File: src/rtl/pkxc_pkg.sv
// Shared types, constants and helper functions of the position-keyed XOR byte cipher.
`default_nettype none

package pkxc_pkg;

  // Key geometry.
  localparam int unsigned KEY_BYTES     = 32;
  localparam int unsigned KEY_WORDS     = 4;
  localparam int unsigned WORD_W        = 64;
  localparam int unsigned KEY_W         = KEY_WORDS * WORD_W;
  localparam int unsigned IDX_W         = $clog2(KEY_BYTES);
  localparam int unsigned POS_W         = 32;
  localparam int unsigned CFG_IDX_W     = 3;

  // Residue lane 0 counts modulo 12 instead of modulo 0.
  localparam logic [IDX_W-1:0] ZERO_DIV_SUB = IDX_W'(12);

  typedef logic [KEY_W-1:0]                key_t;
  typedef logic [KEY_BYTES-1:0][IDX_W-1:0] res_vec_t;

  // Register map of the configuration port.
  typedef enum logic [CFG_IDX_W-1:0] {
    CFG_KEY_A_WORD0 = 3'd0,
    CFG_KEY_A_WORD1 = 3'd1,
    CFG_KEY_A_WORD2 = 3'd2,
    CFG_KEY_A_WORD3 = 3'd3,
    CFG_KEY_B_WORD0 = 3'd4,
    CFG_KEY_B_WORD1 = 3'd5,
    CFG_KEY_B_WORD2 = 3'd6,
    CFG_KEY_B_WORD3 = 3'd7
  } cfg_idx_t;

  // One input beat.
  typedef struct packed {
    logic [7:0] data_byte;
    logic       last_byte;
  } in_beat_t;

  // One result beat.
  typedef struct packed {
    logic [7:0] result_byte;
    logic       result_last;
  } out_beat_t;

  // Control from the top level to the position counters.
  typedef struct packed {
    logic advance;
    logic last;
  } pos_ctrl_t;

  // Key byte i; byte 0 sits in bits 7:0 of word 0.
  function automatic logic [7:0] key_byte(input key_t key, input logic [IDX_W-1:0] i);
    key_byte = key[{i, 3'b000} +: 8];
  endfunction

  // Modulus of residue lane j.
  function automatic logic [IDX_W-1:0] lane_divisor(input int unsigned j);
    lane_divisor = (j == 0) ? ZERO_DIV_SUB : IDX_W'(j);
  endfunction

endpackage

`default_nettype wire

File: src/rtl/pkxc_pos.sv
// Byte position counter and the per-lane residue counters.
`default_nettype none

module pkxc_pos (
  input  wire logic                       clk,
  input  wire logic                       rst_n,
  input  wire pkxc_pkg::pos_ctrl_t        ctrl,
  output logic [7:0]                      pos_low,
  output pkxc_pkg::res_vec_t              residues
);
  import pkxc_pkg::*;

  logic [POS_W-1:0] pos_r, pos_nxt;
  res_vec_t         res_r, res_nxt;
  logic             clear;

  // A file end or a position wrap sends everything back to zero.
  assign clear = ctrl.last || (pos_r == {POS_W{1'b1}});

  always_comb begin
    logic [IDX_W-1:0] inc;
    inc     = '0;
    pos_nxt = pos_r;
    res_nxt = res_r;
    if (ctrl.advance) begin
      if (clear) begin
        pos_nxt = '0;
        res_nxt = '0;
      end else begin
        pos_nxt = pos_r + POS_W'(1);
        for (int unsigned j = 0; j < KEY_BYTES; j++) begin
          inc = res_r[j] + IDX_W'(1);
          res_nxt[j] = (inc >= lane_divisor(j)) ? '0 : inc;
        end
      end
    end
  end

  always_ff @(posedge clk) begin
    if (!rst_n) begin
      pos_r <= '0;
      res_r <= '0;
    end else begin
      pos_r <= pos_nxt;
      res_r <= res_nxt;
    end
  end

  assign pos_low  = pos_r[7:0];
  assign residues = res_r;

  // The power-of-two lanes must track the low position bits.
  a_lane16_tracks_pos: assert property (@(posedge clk) disable iff (!rst_n)
    res_r[16] == {1'b0, pos_r[3:0]})
    else $error("residue lane 16 disagrees with position");

  a_lane8_tracks_pos: assert property (@(posedge clk) disable iff (!rst_n)
    res_r[8] == {2'b00, pos_r[2:0]})
    else $error("residue lane 8 disagrees with position");

  // After the final beat of a file the next beat is position zero.
  a_last_clears: assert property (@(posedge clk) disable iff (!rst_n)
    ctrl.advance && ctrl.last |=> pos_r == '0 && res_r == '0)
    else $error("position not cleared after file end");

endmodule

`default_nettype wire

File: config.mk
export PLATFORM = sky130hd
export DESIGN_NAME = pkxc_pos
export DESIGN_NICKNAME = d
export VERILOG_FILES = /design/src/rtl/pkxc_pkg.sv /design/src/rtl/pkxc_pos.sv
export SDC_FILE = /design/constraint.sdc
export NUM_CORES = 1
export LEC_CHECK = 0
export BUFFER_PORTS_ARGS = -buffer_cell sky130_fd_sc_hd__buf_2
export CORE_MARGIN = 10
export CORE_UTILIZATION = 50
export DETAILED_ROUTE_END_ITERATION = 6
export GPL_TIMING_DRIVEN = 0
export PLACE_DENSITY = 0.8
export SYNTH_ARGS = -nofsm -noshare
export SYNTH_HDL_FRONTEND = slang
export SYNTH_SLANG_ARGS = --single-unit
export TNS_END_PERCENT = 30
File: constraint.sdc
create_clock -name clk -period 6.4 [get_ports clk]
set_input_delay 0.32 -clock clk [delete_from_list [all_inputs] [get_ports clk]]
set_output_delay 0.32 -clock clk [all_outputs]
set_load 0.01 [all_outputs]
==> out/metrics.csv, run 1 <==
stage,metric,value,unit
power_and_ir_drop,p_switching,0.000596,W
global_route,antenna_found_initial,0,
synth,synth_top_family_by_area,simple AND/OR/NAND/NOR gates,
timing,finalCritPeriodShare,43.9,%
cells_and_area,num-nets-final,1424,
clock_network,clkTransAtPathRegs,0.07,ns
worst_setup_path,worstRegToRegCells,8,
drt,wirelength,27.4,mm
cells_and_area,antennaDiodeCount,0,
clock_network,htree_levels,4,
placement,io_buffer_count,169,
timing,slew_headroom,28.3,%
drt,antenna_left,0,
timing,worst_pin_slew,1.06,ns
timing,fmax,356,MHz
cells_and_area,area_growth,17.5,%
cells_and_area,drive_above_1_share,17.0,%
global_route,grt_pass1_vias,8417,
timing,fin_crit,2.81,ns
power_and_ir_drop,pwr-share-clk,41.9,%
drt,wl_per_cell,16.8,microns
clock_network,cts.sinks,192,
worst_setup_path,crit_arrival,3.16,ns
synth,synthArstFlopShare,0,%
floorplan,rows,51,
synth,synth_largest_area_cell,dfxtp_1,
floorplan,dieArea,0.0258,sq mm
synth,synth_simple_gate_area_share,25.5,%
drt,avgViaCountPerCell,5.63,
placement,place_inst,1604,
synth,synth_xor_area_share,5.67,%
cells_and_area,final_common_cell,dfxtp_1,
floorplan,die_y,161,microns
clock_network,cts_buffer_depth,2,
synth,synthTopCellsByArea,"dfxtp_1 39%, ha_1 7.8%, nand2_1 4.7%",
timing,fin_skew,0.00912,ns
placement,dpl_cell_area,0.0111,sq mm
worst_setup_path,crit_top_cell,and3_1,
drt,dr.pass1.iters,5,
clock_network,ctsRootBufferMaster,clkbuf_16,
drt,route.vias.total,9204,
worst_setup_path,worstPathRequired,6.75,ns
synth,synth_mux_area_share,0,%
placement,dp_hpwl,20.3,mm
worst_setup_path,r2r_start,pos_r[0],
worst_setup_path,crit-reg2reg-capture,residues[131],
timing,rsz0062_at_grt,no,
clock_network,clock_latency,0.43,ns
global_route,grt_pass1_wl,43.5,mm
drt,drc_errors,0,
min_path,min_to,residues[126],
global_route,overflow,0,
worst_setup_path,cp-end-kind,flip-flop,
floorplan,core,0.0195,sq mm
power_and_ir_drop,p_int,0.00182,W
floorplan,die_x,161,microns
worst_setup_path,slowest_delay,0.64,ns
clock_network,cts_tree,done,
synth,yosys_warnings,0,
placement,gp_congestion,0.883,
worst_setup_path,worstPathCellList,ha_1 -> and3_1 -> and3_1 -> and4_1 -> nor2_1 -> clkbuf_1 -> nand2_1 -> o22ai_1,
timing,layout_setup_ws,3.59,ns
placement,dp_slack,3.61,ns
synth,ys.flop_type,dfxtp_1,
power_and_ir_drop,p_sw_share,24.6,%
synth,ys_seq_area_share,38.9,%
power_and_ir_drop,peakVddDrop,0.178,mV
outcome,status,finished clean,
clock_network,numCtsBuffers,17,
synth,synth_fa_ha_area_share,7.85,%
worst_setup_path,crit_slowest_cell,clkbuf_1,
timing,hold_viol_final,0,
synth,yosys.area.top_type_share,38.9,%
global_route,grt_max_degree,17,
power_and_ir_drop,p_seq_share,51.4,%
min_path,hp-start,ctrl[0],
global_route,grt_usage,20.4,%
cells_and_area,nFillCells,1742,
worst_setup_path,worstSetupPathType,reg -> reg,
clock_network,post_cts_buffers,0,
floorplan,start_util,50.8,%
synth,ys_types,73,
min_path,min_path_cells,4,
timing,setup_violations,0,
power_and_ir_drop,leakage,5.00,nW
synth,ys_ff_latch,192,
drt,first_iter_violations,690,
timing,maxSlewViolCount,0,
cells_and_area,final_cell_area,0.0116,sq mm
run,maxCapViolations,0,
synth,synth_enable_flop_cells,0,
synth,synth_area_per_cell,8.45,sq um
cells_and_area,fin_cells,1634,
worst_setup_path,reg2reg_slack,3.59,ns
worst_setup_path,cp_max_fo,10,
synth,syn_nets,1236,
floorplan,num_io_pins,172,
clock_network,cts_resized,0,
power_and_ir_drop,power-per-cell-area,208,mW/mm^2
synth,synthCells,1170,
synth,synth_compound_area_share,17.5,%
power_and_ir_drop,combPwrFrac,6.7,%
min_path,hold_path_class,in -> reg,
worst_setup_path,crit_start,pos_r[0],
synth,syn_area,0.00989,sq mm
timing,setup_tns,0,ns
cells_and_area,mostFrequentLayoutCells,"192 x dfxtp_1, 177 x buf_2, 125 x nand2_1, 85 x nor2_1, 78 x nand3_1",
worst_setup_path,critical_path.startpoint_type,flip-flop,
clock_network,hold_buffers,0,
## final cells by class
class / count / area, sq um / share of cell area, %
Multi-Input combinational cell: 872 / 5590 / 48.1
Inverter: 50 / 188 / 1.62
Buffer: 56 / 269 / 2.32
Clock inverter: 8 / 85.1 / 0.733
Clock buffer: 22 / 464 / 4.00
Tap cell: 265 / 332 / 2.85
Sequential cell: 192 / 3840 / 33.1
Timing Repair Buffer: 169 / 846 / 7.28
## worst max-delay path: cells and delay by family (launching register included)
| family | cells | cell delay [ns] |
|---|---|---|
| AOI/OAI and AO/OA | 1 | 0.15 |
| adders and majority gates | 1 | 0.26 |
| DFF | 1 | 0.37 |
| and+or+nand+nor | 5 | 1.30 |
| buffers and inverters | 1 | 0.64 |
## cells by family after synthesis
group / count (synthesis)
flip-flops: 192
AND/OR/NAND/NOR: 483
buffers and inverters: 106
AO/OA/AOI/OAI: 263
adder cells (fa/ha/maj): 62
XOR/XNOR: 64
## synthesized netlist by cell type, types with 7 or more instances
cell type,n
a211oi_1,11
a21boi_0,10
a21o_1,18
a21oi_1,38
a31oi_1,19
and2_1,31
and3_1,14
buf_2,8
buf_4,11
clkbuf_1,33
dfxtp_1,192
ha_1,62
inv_1,49
nand2_1,125
nand2b_1,21
nand3_1,78
nand3b_1,13
nand4_1,31
nor2_1,85
nor2b_1,14
nor3_1,16
nor3b_1,7
o21ai_0,70
o22ai_1,20
o31ai_1,8
xnor2_1,26
xor2_1,38
## worst max-delay path by stage
stage / endpoint / slack (ns) / cells past startpoint
floorplan: residues[67] / 4.23 / 8
global placement: residues[53] / 3.67 / 8
detailed placement: residues[45] / 3.61 / 8
CTS: residues[45] / 3.60 / 8
global route: residues[45] / 3.39 / 8
finish: residues[131] / 3.59 / 8
## metal layers
metal | vias up | GRT usage [%] | part of all wire (%)
met5 | - | 0 | 0
met4 | 0 | 7.18 | 2.6
met3 | 43 | 4.86 | 7.4
met2 | 271 | 34.1 | 46
met1 | 4340 | 25.0 | 44
li1 | 4550 | - | -
## flip-flops by register name, summed over array words and instances (netlist names)
signal and count:
pos_r 32, residues 160
## stage by stage
step	total power, W	util, %	hold WS, ns
floorplan	0.00136	-	0.453
detailed placement	0.00143	56.8	0.418
finish	0.00242	59.7	0.322
CTS	0.00243	59.7	0.303
global route	0.00250	59.7	0.345
global placement	0.00143	56.8	0.414
## power by group through the flow
stage / clock (W) / sequential, W / combinational [W]
final: 0.00101 / 0.00124 / 0.000162
after floorplan: 0 / 0.00127 / 0.0000909
after global placement: 0 / 0.00127 / 0.000157
after global routing: 0.00107 / 0.00125 / 0.000179
after detailed placement: 0 / 0.00127 / 0.000161
after CTS: 0.00102 / 0.00124 / 0.000162
(Power assumes the default switching activity.)
==> run 2, diff against run 1 <==
--- a/config.mk
+++ b/config.mk
@@ -5,6 +5,7 @@
 export SDC_FILE = /design/constraint.sdc
 export NUM_CORES = 1
 export LEC_CHECK = 0
+export ABC_AREA = 1
 export BUFFER_PORTS_ARGS = -buffer_cell sky130_fd_sc_hd__buf_2
 export CORE_MARGIN = 10
 export CORE_UTILIZATION = 50
==> constraint.sdc (replaced) <==
create_clock -name clk -period 2.7 [get_ports clk]
set_input_delay 0.135 -clock clk [delete_from_list [all_inputs] [get_ports clk]]
set_output_delay 0.135 -clock clk [all_outputs]
set_load 0.01 [all_outputs]
==> run 2 against run 1 <==
First-iteration DRC count fell by 18%; non-clock buffer count down 4; cell area is 0.22% higher; register-to-register slack worse by 2.8 ns; sequential cell count unchanged; area after synthesis is 0.65% lower; core utilization grew 0.33 points; worst setup slack worse by 2.8 ns; wire length is 1.4% higher; clock power rose to 2.7 times the previous value; critical path depth rose by 3; combinational power increased to 3.1 times the previous value; critical path type unchanged; largest cell class unchanged.
==> out/metrics.csv, run 2 <==
stage,metric,value,unit
cells_and_area,final_common_cell,nand2_1,
global_route,grt_pass1_wl,44.6,mm
cells_and_area,multiInputGateArea,0.00531,sq mm
synth,yosys.area.top_type_share,39.1,%
clock_network,post_cts_buffers,0,
drt,wl_per_cell,15.3,microns
synth,syn_area,0.00982,sq mm
timing,slew_headroom,39.3,%
power_and_ir_drop,peakVddDrop,0.378,mV
placement,dp_hpwl,20.7,mm
worst_setup_path,worstSetupPathType,reg -> reg,
power_and_ir_drop,leakage,5.43,nW
power_and_ir_drop,p_int,0.00471,W
synth,synth_largest_area_cell,dfxtp_1,
global_route,busiest_layer,met2,
cells_and_area,final_cell_area,0.0116,sq mm
worst_setup_path,cp-end-kind,flip-flop,
floorplan,die_x,160,microns
drt,dr.pass1.iters,6,
timing,fin_skew,0.0104,ns
synth,ys_seq_area_share,39.1,%
timing,worst_pin_slew,0.911,ns
synth,ys_types,33,
synth,synthArstFlopShare,0,%
drt,wirelength,27.8,mm
synth,synth_enable_flop_cells,0,
power_and_ir_drop,power-per-cell-area,533,mW/mm^2
cells_and_area,mostFrequentLayoutCells,"337 x nand2_1, 192 x dfxtp_1, 183 x buf_2, 181 x nor2_1, 113 x nand3_1",
floorplan,dieArea,0.0257,sq mm
synth,synthTopCellsByArea,"dfxtp_1 39%, nand2_1 13%, ha_1 7.9%",
timing,maxSlewViolCount,0,
timing,hold_viol_final,0,
global_route,gr-usage-met3,5.73,%
cells_and_area,largest_reg_flops,160,
outcome,status,finished clean,
timing,finalCritPeriodShare,70.4,%
worst_setup_path,crit_arrival,2.22,ns
cells_and_area,drive_above_1_share,17.1,%
synth,synth_area_per_cell,7.27,sq um
global_route,grt_use_met2,36.3,%
placement,io_buffer_count,170,
placement,gp_congestion,0.875,
drt,first_iter_violations,567,
global_route,grt_usage,21.1,%
power_and_ir_drop,pwr-share-clk,44.1,%
clock_network,cts_buffer_depth,2,
power_and_ir_drop,p_seq_share,47.9,%
timing,setup_violations,0,
global_route,grt_max_degree,17,
clock_network,htree_levels,4,
floorplan,num_io_pins,172,
power_and_ir_drop,p_switching,0.00149,W
global_route,overflow,0,
global_route,antenna_found_initial,0,
floorplan,start_util,50.6,%
timing,setup_tns,0,ns
power_and_ir_drop,p_sw_share,24.1,%
floorplan,core,0.0194,sq mm
cells_and_area,nFillCells,1793,
clock_network,cts_tree,done,
cells_and_area,num-nets-final,1607,
synth,synth_commonest_cells,"337 x nand2_1, 192 x dfxtp_1, 181 x nor2_1",
global_route,grt_pass1_vias,8786,
floorplan,rows,51,
drt,route.vias.total,9320,
timing,fmax,526,MHz
cells_and_area,area_growth,18.5,%
run,maxCapViolations,0,
worst_setup_path,worstPathRequired,3.02,ns
clock_network,hold_buffers,0,
synth,synth_most_common_cell,nand2_1,
power_and_ir_drop,combPwrFrac,8.0,%
timing,rsz0062_at_grt,no,
cells_and_area,regArea,0.00384,sq mm
floorplan,die_y,160,microns
synth,ys_ff_latch,192,
synth,ys.flop_type,dfxtp_1,
timing,fin_crit,1.90,ns
drt,avgViaCountPerCell,5.13,
worst_setup_path,worstPathCellList,ha_1 -> inv_1 -> nor2_1 -> nand2_1 -> nor2_1 -> nand2_2 -> nand2_4 -> nand2_4 -> nand2_2 -> buf_4 -> nor2_1,
worst_setup_path,critical_path.startpoint_type,flip-flop,
worst_setup_path,slowest_delay,0.42,ns
clock_network,numCtsBuffers,17,
min_path,hold_path_class,in -> reg,
clock_network,clock_latency,0.43,ns
clock_network,cts.sinks,192,
clock_network,cts_resized,0,
cells_and_area,antennaDiodeCount,0,
placement,dpl_cell_area,0.0110,sq mm
worst_setup_path,crit_top_cell,nor2_1,
synth,syn_nets,1418,
synth,synthCells,1352,
clock_network,clkTransAtPathRegs,0.07,ns
synth,yosys_warnings,0,
clock_network,ctsRootBufferMaster,clkbuf_16,
drt,antenna_left,0,
drt,drc_errors,0,
global_route,use_met1,24.8,%
worst_setup_path,crit_slowest_cell,dfxtp_1,
worst_setup_path,cp_max_fo,10,
run 2: cell count changes after synthesis, sizes merged, moves of 17 or more:
cell,delta
or2,+17
and2,-31
nand3,+33
nor2,+103
a31oi,-19
o21ai,+20
inv,+58
nand2b,-21
a21o,-18
xor2,+27
clkbuf,-19
o22ai,-19
nand2,+222
run 2: path summary, 6_finish.rpt:
path / startpoint / end / slack (ns) / cells after the start
max: pos_r[1] / pos_r[13] / 0.80 / 11
min: rst_n / residues[119] / 0.05 / 3
max reg2reg: pos_r[1] / pos_r[13] / 0.80 / 11
min reg2reg: residues[5] / residues[5] / 0.43 / 2
run 2: per-stage QoR:
step | setup WS, ns | hold WS [ns] | utilization [%] | cells | total power, W
2_1_floorplan | 1.19 | 0.303 | - | 1352 | 0.00332
3_3_place_gp | 0.572 | 0.412 | 56.7 | 1787 | 0.00351
3_5_place_dp | 0.531 | 0.417 | 56.7 | 1787 | 0.00353
4_1_cts | 0.798 | 0.0287 | 60.0 | 1818 | 0.00624
5_1_grt | 0.639 | 0.0556 | 60.0 | 1818 | 0.00641
6_report | 0.799 | 0.0504 | 60.0 | 1818 | 0.00620
run 2: area by class of cell:
type                            instances  share of cell area, %
Buffer                                 51                   2.27
Clock inverter                         11                   1.60
Sequential cell                       192                   33.0
Inverter                              108                   3.48
Multi-Input combinational cell       1001                   45.6
Timing Repair Buffer                  170                   7.31
Clock buffer                           20                   3.84
Tap cell                              265                   2.85
run 2: per-layer routing:
layer,up-vias,share of wire [%],routed length (microns)
met1,4332,42,11700
met3,42,7.5,2090
met5,-,0,0
met2,255,48,13400
met4,0,2.2,619
li1,4691,-,-
run 2: power groups by stage:
stage          Clock [W]  Combinational (W)  Sequential (W)
3_3_place_gp           0           0.000481         0.00303
6_report         0.00274           0.000497         0.00297
5_1_grt          0.00288           0.000553         0.00298
3_5_place_dp           0           0.000496         0.00303
4_1_cts          0.00278           0.000499         0.00297
2_1_floorplan          0           0.000284         0.00304
run 2: kinds of logic (layout without fill, tap and decap cells):
family,Yosys count,count (layout),share of synthesized area [%]
flip-flops,192,192,39.1
adder cells (fa/ha/maj),62,62,7.90
multiplexers,1,1,0.102
AO/OA/AOI/OAI,133,133,6.97
XOR/XNOR,93,93,8.29
AND/OR/NAND/NOR,712,712,30.8
buffers and inverters,159,360,6.81
run 2: worst max-delay path, delay by kind of cell (launching register included):
kind	cells	cell delay [ns]
and+or+nand+nor	8	0.87
DFF	1	0.42
adders and majority gates	1	0.22
buffers and inverters	2	0.27
